### config.mk
export PLATFORM = sky130hd
export DESIGN_NAME = searchable_value_stack
export DESIGN_NICKNAME = d
export VERILOG_FILES = /design/src/design/svs_pkg.sv /design/src/design/svs_mem.sv /design/src/design/searchable_value_stack.sv
export SDC_FILE = /design/constraint.sdc
export NUM_CORES = 2
export LEC_CHECK = 0
export CAP_MARGIN = 15
export CELL_PAD_IN_SITES_DETAIL_PLACEMENT = 0
export CELL_PAD_IN_SITES_GLOBAL_PLACEMENT = 1
export CORE_MARGIN = 5
export CORE_UTILIZATION = 30
export DETAILED_ROUTE_END_ITERATION = 7
export DONT_BUFFER_PORTS = 1
export GPL_TIMING_DRIVEN = 0
export PLACE_DENSITY = 0.44
export SYNTH_ARGS = -nofsm -noshare
export SYNTH_HDL_FRONTEND = slang
export SYNTH_HIERARCHICAL = 1
export SYNTH_SLANG_ARGS = --single-unit
### constraint.sdc
create_clock -name clk -period 11.6 [get_ports clk]
set_input_delay 2.32 -clock clk [delete_from_list [all_inputs] [get_ports clk]]
set_output_delay 2.32 -clock clk [all_outputs]
set_load 0.005 [all_outputs]
### src/design/svs_pkg.sv
// ----------------------------------------------------------------------------
// svs_pkg
// Shared operation and status codes for the searchable value stack.
// ----------------------------------------------------------------------------
package svs_pkg;

	localparam int unsigned OP_W     = 2;
	localparam int unsigned STATUS_W = 2;
	localparam int unsigned VALUE_W  = 64;
	localparam int unsigned DEPTH_W  = 7;

	// Operation codes carried by an input item
	localparam logic [OP_W-1:0] OP_PUSH = 2'd0;
	localparam logic [OP_W-1:0] OP_POP  = 2'd1;
	localparam logic [OP_W-1:0] OP_FIND = 2'd2;
	localparam logic [OP_W-1:0] OP_NOP  = 2'd3;

	// Status codes carried by a result item
	localparam logic [STATUS_W-1:0] ST_OK    = 2'd0;
	localparam logic [STATUS_W-1:0] ST_FULL  = 2'd1;
	localparam logic [STATUS_W-1:0] ST_EMPTY = 2'd2;
	localparam logic [STATUS_W-1:0] ST_RSVD  = 2'd3;

endpackage

### src/design/svs_mem.sv
// ----------------------------------------------------------------------------
// svs_mem
// Entry store: one write port, one read port, registered read data.
// ----------------------------------------------------------------------------
module svs_mem
	import svs_pkg::*;
#(
	parameter int unsigned DEPTH = 64
) (
	input  logic                     clk,
	input  logic                     wr_en,
	input  logic [$clog2(DEPTH)-1:0] wr_addr,
	input  logic [VALUE_W-1:0]       wr_data,
	input  logic                     rd_en,
	input  logic [$clog2(DEPTH)-1:0] rd_addr,
	output logic [VALUE_W-1:0]       rd_data
);

	logic [VALUE_W-1:0] mem_q [DEPTH];

	// Write port
	always_ff @(posedge clk) begin
		if (wr_en) begin
			mem_q[wr_addr] <= wr_data;
		end
	end

	// Read port, registered read data
	always_ff @(posedge clk) begin
		if (rd_en) begin
			rd_data <= mem_q[rd_addr];
		end
	end

endmodule

### src/design/searchable_value_stack.sv
// ----------------------------------------------------------------------------
// searchable_value_stack
// LIFO of 64-bit values with push, pop and a membership search.
// ----------------------------------------------------------------------------
// One item is handled at a time and each item gives one result item. Push,
// pop, no-op and a find on an empty stack go from acceptance to S_DONE,
// which loads the result register, and the block then returns to idle to
// take the next item. A find on a non-empty stack walks the held entries
// through the single read port of the entry memory, one entry per cycle;
// after the last entry is compared it moves to S_DONE, which loads the
// result register. A stalled result holds the block in its last state
// until the result register frees up. A push on a full stack returns status
// full, a pop on an empty stack returns status empty; neither changes
// anything. Opcode 3 is a no-op. depth_now is the low 7 bits of the entry
// count after the item. The result register lets the next item be accepted
// while a result waits.
module searchable_value_stack
	import svs_pkg::*;
#(
	parameter int unsigned STACK_DEPTH = 64
) (
	input  logic                clk,
	input  logic                arst_n,
	input  logic                in_valid,
	output logic                in_stall,
	input  logic [OP_W-1:0]     opcode,
	input  logic [VALUE_W-1:0]  value,
	output logic                out_valid,
	input  logic                out_stall,
	output logic [STATUS_W-1:0] status,
	output logic                found,
	output logic [DEPTH_W-1:0]  depth_now
);

	localparam int unsigned AW = $clog2(STACK_DEPTH);
	localparam int unsigned CW = $clog2(STACK_DEPTH + 1);
	localparam logic [CW-1:0] FULL_CNT = CW'(STACK_DEPTH);

	typedef enum logic [1:0] {
		S_IDLE,
		S_SCAN,
		S_DONE
	} state_t;

	state_t                state_q;
	logic [CW-1:0]         count_q;
	logic [CW-1:0]         ptr_q;
	logic [VALUE_W-1:0]    key_q;
	logic                  hit_q;
	logic [STATUS_W-1:0]   res_status_q;
	logic                  res_found_q;
	logic                  vld_s1;
	logic                  last_s1;
	logic                  out_valid_q;
	logic [STATUS_W-1:0]   status_q;
	logic                  found_q;
	logic [DEPTH_W-1:0]    depth_q;

	logic                  accept;
	logic                  wr_en;
	logic                  rd_en;
	logic [VALUE_W-1:0]    rd_data;
	logic                  match;
	logic                  out_free;
	logic [CW+DEPTH_W-1:0] count_wide;

	assign in_stall  = (state_q != S_IDLE);
	assign accept    = in_valid && !in_stall;
	assign out_free  = !out_valid_q || !out_stall;
	assign match     = (rd_data == key_q);

	// Push writes at the current top; find reads never overlap a write
	assign wr_en     = accept && (opcode == OP_PUSH) && (count_q != FULL_CNT);
	assign rd_en     = (state_q == S_SCAN) && (ptr_q != count_q);
	assign count_wide = {{DEPTH_W{1'b0}}, count_q};

	svs_mem #(
		.DEPTH (STACK_DEPTH)
	) u_mem (
		.clk     (clk),
		.wr_en   (wr_en),
		.wr_addr (count_q[AW-1:0]),
		.wr_data (value),
		.rd_en   (rd_en),
		.rd_addr (ptr_q[AW-1:0]),
		.rd_data (rd_data)
	);

	// Sequencer: accept, scan for find, hand result to output register
	always_ff @(posedge clk or negedge arst_n) begin
		if (!arst_n) begin
			state_q      <= S_IDLE;
			count_q      <= '0;
			ptr_q        <= '0;
			hit_q        <= 1'b0;
			vld_s1       <= 1'b0;
			last_s1      <= 1'b0;
			res_status_q <= ST_OK;
			res_found_q  <= 1'b0;
			out_valid_q  <= 1'b0;
		end else begin
			// result valid: set on load, cleared once taken
			if (state_q == S_DONE && out_free) begin
				out_valid_q <= 1'b1;
			end else if (!out_stall) begin
				out_valid_q <= 1'b0;
			end
			unique case (state_q)
				S_IDLE: begin
					if (accept) begin
						res_found_q <= 1'b0;
						unique case (opcode)
							OP_PUSH: begin
								state_q <= S_DONE;
								if (count_q == FULL_CNT) begin
									res_status_q <= ST_FULL;
								end else begin
									res_status_q <= ST_OK;
									count_q      <= count_q + 1'b1;
								end
							end
							OP_POP: begin
								state_q <= S_DONE;
								if (count_q == '0) begin
									res_status_q <= ST_EMPTY;
								end else begin
									res_status_q <= ST_OK;
									count_q      <= count_q - 1'b1;
								end
							end
							OP_FIND: begin
								res_status_q <= ST_OK;
								ptr_q        <= '0;
								hit_q        <= 1'b0;
								vld_s1       <= 1'b0;
								state_q      <= (count_q != '0) ? S_SCAN : S_DONE;
							end
							default: begin
								res_status_q <= ST_OK;
								state_q      <= S_DONE;
							end
						endcase
					end
				end
				S_SCAN: begin
					// issue one read per cycle, compare the one from last cycle
					last_s1 <= (ptr_q + 1'b1 == count_q);
					if (rd_en) begin
						ptr_q <= ptr_q + 1'b1;
					end
					if (vld_s1 && last_s1) begin
						res_found_q <= hit_q | match;
						vld_s1      <= 1'b0;
						state_q     <= S_DONE;
					end else begin
						vld_s1 <= rd_en;
						if (vld_s1) begin
							hit_q <= hit_q | match;
						end
					end
				end
				S_DONE: begin
					if (out_free) begin
						state_q <= S_IDLE;
					end
				end
				default: begin
					state_q <= S_IDLE;
				end
			endcase
		end
	end

	// Key register for the search
	always_ff @(posedge clk) begin
		if (accept) begin
			key_q <= value;
		end
	end

	// Result payload
	always_ff @(posedge clk) begin
		if (state_q == S_DONE && out_free) begin
			status_q <= res_status_q;
			found_q  <= res_found_q;
			depth_q  <= count_wide[DEPTH_W-1:0];
		end
	end

	assign out_valid = out_valid_q;
	assign status    = status_q;
	assign found     = found_q;
	assign depth_now = depth_q;

endmodule

## Word-level counts from Yosys, hierarchy flattened

Memory sizes are Yosys's and may differ from the RTL's. A register that Yosys moved wholly into a read port is not among the register bits.
Index checks and enable logic that the tools add are counted.

| word-level totals | value |
|---|---|
| output and inout port bits | 12 |
| flip-flop bits (word level) | 97 |
| memory bits (writable) | 4096 |
| memories | 1 |
| bits of input ports | 70 |

Memories:

| name | words | bits a word | rd ports | clocked after memory_dff | write ports | RTL line | source |
|---|---|---|---|---|---|---|---|
| u_mem.mem_q | 64 | 64 | 1 | 1 | 1 | svs_mem.sv:19 | `logic [VALUE_W-1:0] mem_q [DEPTH];` |

| operators by class | value |
|---|---|
| reductions and logical operators | 24 |
| bitwise gates (word level) | 1 |
| equal/unequal tests | 19 |
| add/subtract/negate cells | 3 |
| mux-type cells | 30 |

Operators with widths:

| cell | number |
|---|---|
| 64-bit == test | 1 |
| 7-bit 2-to-1 mux | 5 |
| 7-bit case mux with 2 select lines | 2 |
| 7-bit by 1-bit adder with 7-bit output (second input constant) | 2 |
| 2-bit inequality test (second input constant) | 7 |
| 1-bit 2-to-1 mux | 12 |
| 2-bit 2-to-1 mux | 6 |
| 5-bit AND reduction | 2 |
| 3-bit AND reduction | 3 |
| 7-bit == test | 1 |
| 7-bit == test (second input constant) | 1 |
| 7-bit zero test | 1 |
| 7-bit inequality test | 1 |
| 7-bit inequality test (second input constant) | 1 |
| 7-bit nonzero test | 1 |
| 7-bit by 1-bit subtractor with 7-bit output (second input constant) | 1 |
| 1-bit logical AND | 6 |
| 2-bit by 1-bit inequality test with 1-bit output (second input constant) | 3 |
| 1-bit case mux with 2 select lines | 3 |
| 2-bit case mux with 3 select lines | 1 |
| 2-bit nonzero test | 3 |
| 2-bit by 1-bit == test with 1-bit output (second input constant) | 2 |
| 2-bit == test (second input constant) | 2 |
| 2-bit zero test | 2 |
| other kinds (6) | 8 |

## Logic depth before layout (Yosys ltp)

| depth | value |
|---|---|
| depth after elaboration | 7 |
| depth in mapped cells | 9 |
| gate-level depth less buffers | 7 |

## Modules after synthesis

The synthesis kept the hierarchy.

By module, submodules not included:

| module | area each (um^2) | cells each | seq. area each (um^2) | times used |
|---|---|---|---|---|
| svs_mem | 156989.3 | 6598 | 124919.8 | 1 |
| searchable_value_stack | 4379.2 | 312 | 2797.7 | 1 |

## Least setup slack after synthesis

No wires, ideal clock.

| path | value |
|---|---|
| kind | input -> register |
| start point | input port in_valid |
| end point | memory u_mem.mem_q[48][0], enable pin |
| path buffers | 1 |
| arrival time | 8055 ps |
| setup slack | 2980 ps |
| stages | 7 |
| library setup time | 564 ps |
| cell sequence | nand2b_1 or3_1 buf_6 or3_1 a21oi_1 nand4b_1 nor3_1 |

| on the way | value |
|---|---|
| word-level cells in the longest chain between the ends | 5 |

Ends and longest elaborated chain:

| what | RTL line | source |
|---|---|---|
| start, declared | searchable_value_stack.sv:24 | `input logic in_valid,` |
| 1-bit logical AND | searchable_value_stack.sv:68 | `assign accept = in_valid && !in_stall;` |
| 1-bit logical AND (2 in a row) | searchable_value_stack.sv:73 | `assign wr_en = accept && (opcode == OP_PUSH) && (count_q != FULL_CNT);` |
| net wr_en | searchable_value_stack.sv:60 | `logic wr_en;` |
| 1-bit 2-to-1 mux | svs_mem.sv:23 | `if (wr_en) begin` |
| 1-bit 2-to-1 mux (implied by the code) | svs_mem.sv:24 | `mem_q[wr_addr] <= wr_data;` |
| end, declared | svs_mem.sv:19 |  |

The timed path passes the listed nets, and every way through them passes these cells.

## Worst setup path after layout

| path | value |
|---|---|
| start point | input port in_valid |
| end point | memory u_mem.mem_q[62][27], enable pin |

Same word-level chain as after synthesis.

==> reports/metrics.cfg <==
[timing]
max_clock_freq_mhz = 177.8
fin_skew_ps = 51.68
worst_pin_slew_ps = 1342
slew_violations = 0
setup_viol = 0
rsz0062_at_grt = no
worst_hold_slack_ps = 456.6
setup_tns_ps = 0
hold_viol_final = 0
min_period_ps = 5624
slew_headroom_pct = 10.53
fin_crit_sh_pct = 48.48

[place]
io_buffers = 0
hpwl_um = 358500
place_congestion = 0.7722

[hold_path]
min_from = count_q[6]
hold_class = register to register

[clocking]
worstSkewPairLatency_ps = 1020
h-tree-depth = 5
max-clock-path-buffers = 4
cts_root_buf = clkbuf_16
cts_tree = done
post_cts_buffers = 0
numCtsBuffers = 461
cts_resized = 0
postCtsHoldBufs = 0
path_clk_slew_ps = 60
cts.sinks = 4257

[power]
p_leak_nw = 56.93
share_seq_of_total_power_pct = 43.0
peakVddDrop_mv = 0.1363
power.switching_mw = 11.56
p_int_mw = 28.96
comb_power_share_pct = 22.0
p_sw_share_pct = 28.54
powerDensity_mw_per_mm2 = 213.3
clkPwrFrac_pct = 35.0
total_power_mw = 40.53

[global_routing]
grt_usage_pct = 18.98
grt_pass1_wl_um = 717600
grt-ovfl-total = 0
grt_pass1_vias = 80220
grt_max_degree = 66
antenna_found_initial = 71

[floorplanning]
rows = 269
die_area_mm2 = 0.5527
dieHeight_um = 743.4
ios = 82
start_util_pct = 30.08
die_x_um = 743.4
core_area_mm2 = 0.5365

[route]
top_layer = met5
met2RoutedLength_um = 255000
drt-initial-drc-count = 9499
final_antenna_net_count = 0
wl_per_cell_um = 35.00
routed_via_density = 5.148
drcViolationCount = 0
routed_wl_um = 532000
vias = 78260
wl_met1_um = 232100
first_pass_iters = 5
route.met3.wl_um = 31550

[job]
maxCapViolations = 0

[setup_path]
cpPeakStageDelay_ps = 800
crit_path_frequent_cell = buf_12
critPathMaxFanout = 19
end_kind = register
worstPathArrival_ps = 6310
crit_slowest_cell = nor2_4
worstSetupPathType = input pin to register
crit_buf_inv = 5
worst_ep_required_time_ps = 12280
crit_start = in_valid
critPathTopFamily = simple AND/OR/NAND/NOR gates
rr_startpoint = ptr_q[2]
start_kind = input pin
path_cells = nand2b_1, or3_1, buf_6, or3_1, a21oi_1, buf_4, nor2b_1, nand3_1, nor2_4, buf_12, buf_12, buf_12

[cells_and_area]
layout-drive-gt1-share_pct = 27.73
layout_commonest_cell = edfxtp_1
utilization_pct = 35.41
syn_to_final_growth_pct = 17.73
nets = 7688
num-fill-cells = 49440
final_cell_mix = edfxtp_1, mux4_2, clkbuf_16, clkbuf_1, buf_12

[synth]
syn_area_mm2 = 0.1614
syn_avg_cell_area_um2 = 23.35
synthCells = 6910
ys_seq_elements = 4257
synth.distinct_cells = 58
synthAdderAreaFrac_pct = 0.01551
synth_edf_count = 4234
async_flop_share_pct = 0.5403
synth-compound-area-share_pct = 2.588
synthSimpleGateAreaFrac_pct = 1.465
yosysWarnings = 6
synthMuxAreaShare_pct = 15.15
seq_area_frac_synth_pct = 79.15
syn-num-nets = 6982
synth_top_family_by_area = multiplexers
synthFlopType = edfxtp_1
yosys.area_share.xor_xnor_pct = 0.4451

[run_status]
status = complete, no violations

power groups by stage:
stage / combinational (mW) / sequential [mW] / clock (mW)
global placement: 8.99 / 17.8 / 0
finish: 8.92 / 17.4 / 14.2
global route: 9.44 / 17.4 / 15.2
CTS: 9.18 / 17.4 / 14.6
floorplan: 5.52 / 17.7 / 0
detailed placement: 9.16 / 17.7 / 0
final timing paths:
path | to | slack [ps] | depth (start not counted)
hold reg to reg | depth_now[6] | 460 | 0
setup reg to reg | u_mem/rd_data[17] | 6170 | 9
hold / removal | depth_now[6] | 460 | 0
min in group asynchronous | ptr_q[5] | 1020 | 0
max in group asynchronous | ptr_q[3] | 10510 | 0
setup / recovery | u_mem/mem_q[62][27] | 5980 | 12
final cells by class:
type                    instances  area [um^2]  share of cell area [%]
diodes                         22        55.05                 0.02898
plain buffers                 380         1841                  0.9688
clock buffers                 569        12020                   6.324
clock inverters               277         2354                   1.239
inverters                      24        92.59                 0.04874
multi-input cells            2249        32230                   16.96
flip-flops and latches       4257       127700                   67.23
well taps                    7181         8985                   4.729
repair buffers                243         4698                   2.473
state kept, by name, summed over array words and instances (netlist names):
signal and count:
state_q 2, vld_s1 1, res_found_q 1, count_q 7, key_q 64, ptr_q 7
status 2, u_mem/mem_q 4096, depth_now 7, u_mem/rd_data 64, last_s1 1, hit_q 1
res_status_q 2, out_valid 1, found 1
Yosys cell counts, drive strengths merged (12+ instances only):
cell / number / area, um^2
o221ai: 38 / 332.8
nand4: 23 / 143.9
inv: 24 / 90.09
mux2i: 136 / 1361
xnor2: 70 / 613.1
xor2: 12 / 105.1
buf: 237 / 1290
a2bb2oi: 19 / 166.4
or2: 29 / 181.4
mux4: 1024 / 23060
a22o: 93 / 814.5
nor2b: 31 / 193.9
nand3: 48 / 240.2
and3: 66 / 412.9
nand2b: 14 / 87.58
a22oi: 168 / 1261
o22ai: 83 / 519.3
a211oi: 67 / 503.0
edfxtp: 4234 / 127100
nand2: 70 / 262.8
clkbuf: 143 / 536.8
nor2: 119 / 449.2
or3: 35 / 219.0
a31oi: 20 / 125.1
dfrtp: 23 / 575.6
a41oi: 27 / 236.5
through the flow:
step | worst slack (ps) | std cells | area, um^2
finish | 5976 | 15200 | 190000
global route | 5903 | 15180 | 189900
CTS | 5560 | 15180 | 189900
detailed placement | 4423 | 14330 | 175500
global placement | -5483 | 14090 | 170400
floorplan | 2980 | 6910 | 161400
kinds of logic after synthesis:
kind of cell / Yosys count
XOR/XNOR: 82
multiplexers: 1162
buffers and inverters: 404
AND/OR/NAND/NOR: 458
adder cells (fa/ha/maj): 2
flip-flops: 4257
AO/OA/AOI/OAI: 545
metal layers:
layer | vias to the layer above | track usage (%)
met1 | 43810 | 26.91
met2 | 2593 | 31.03
met5 | - | 0
met4 | 4 | 4.381
li1 | 31250 | -
met3 | 601 | 2.685
(Power assumes the default switching activity.)
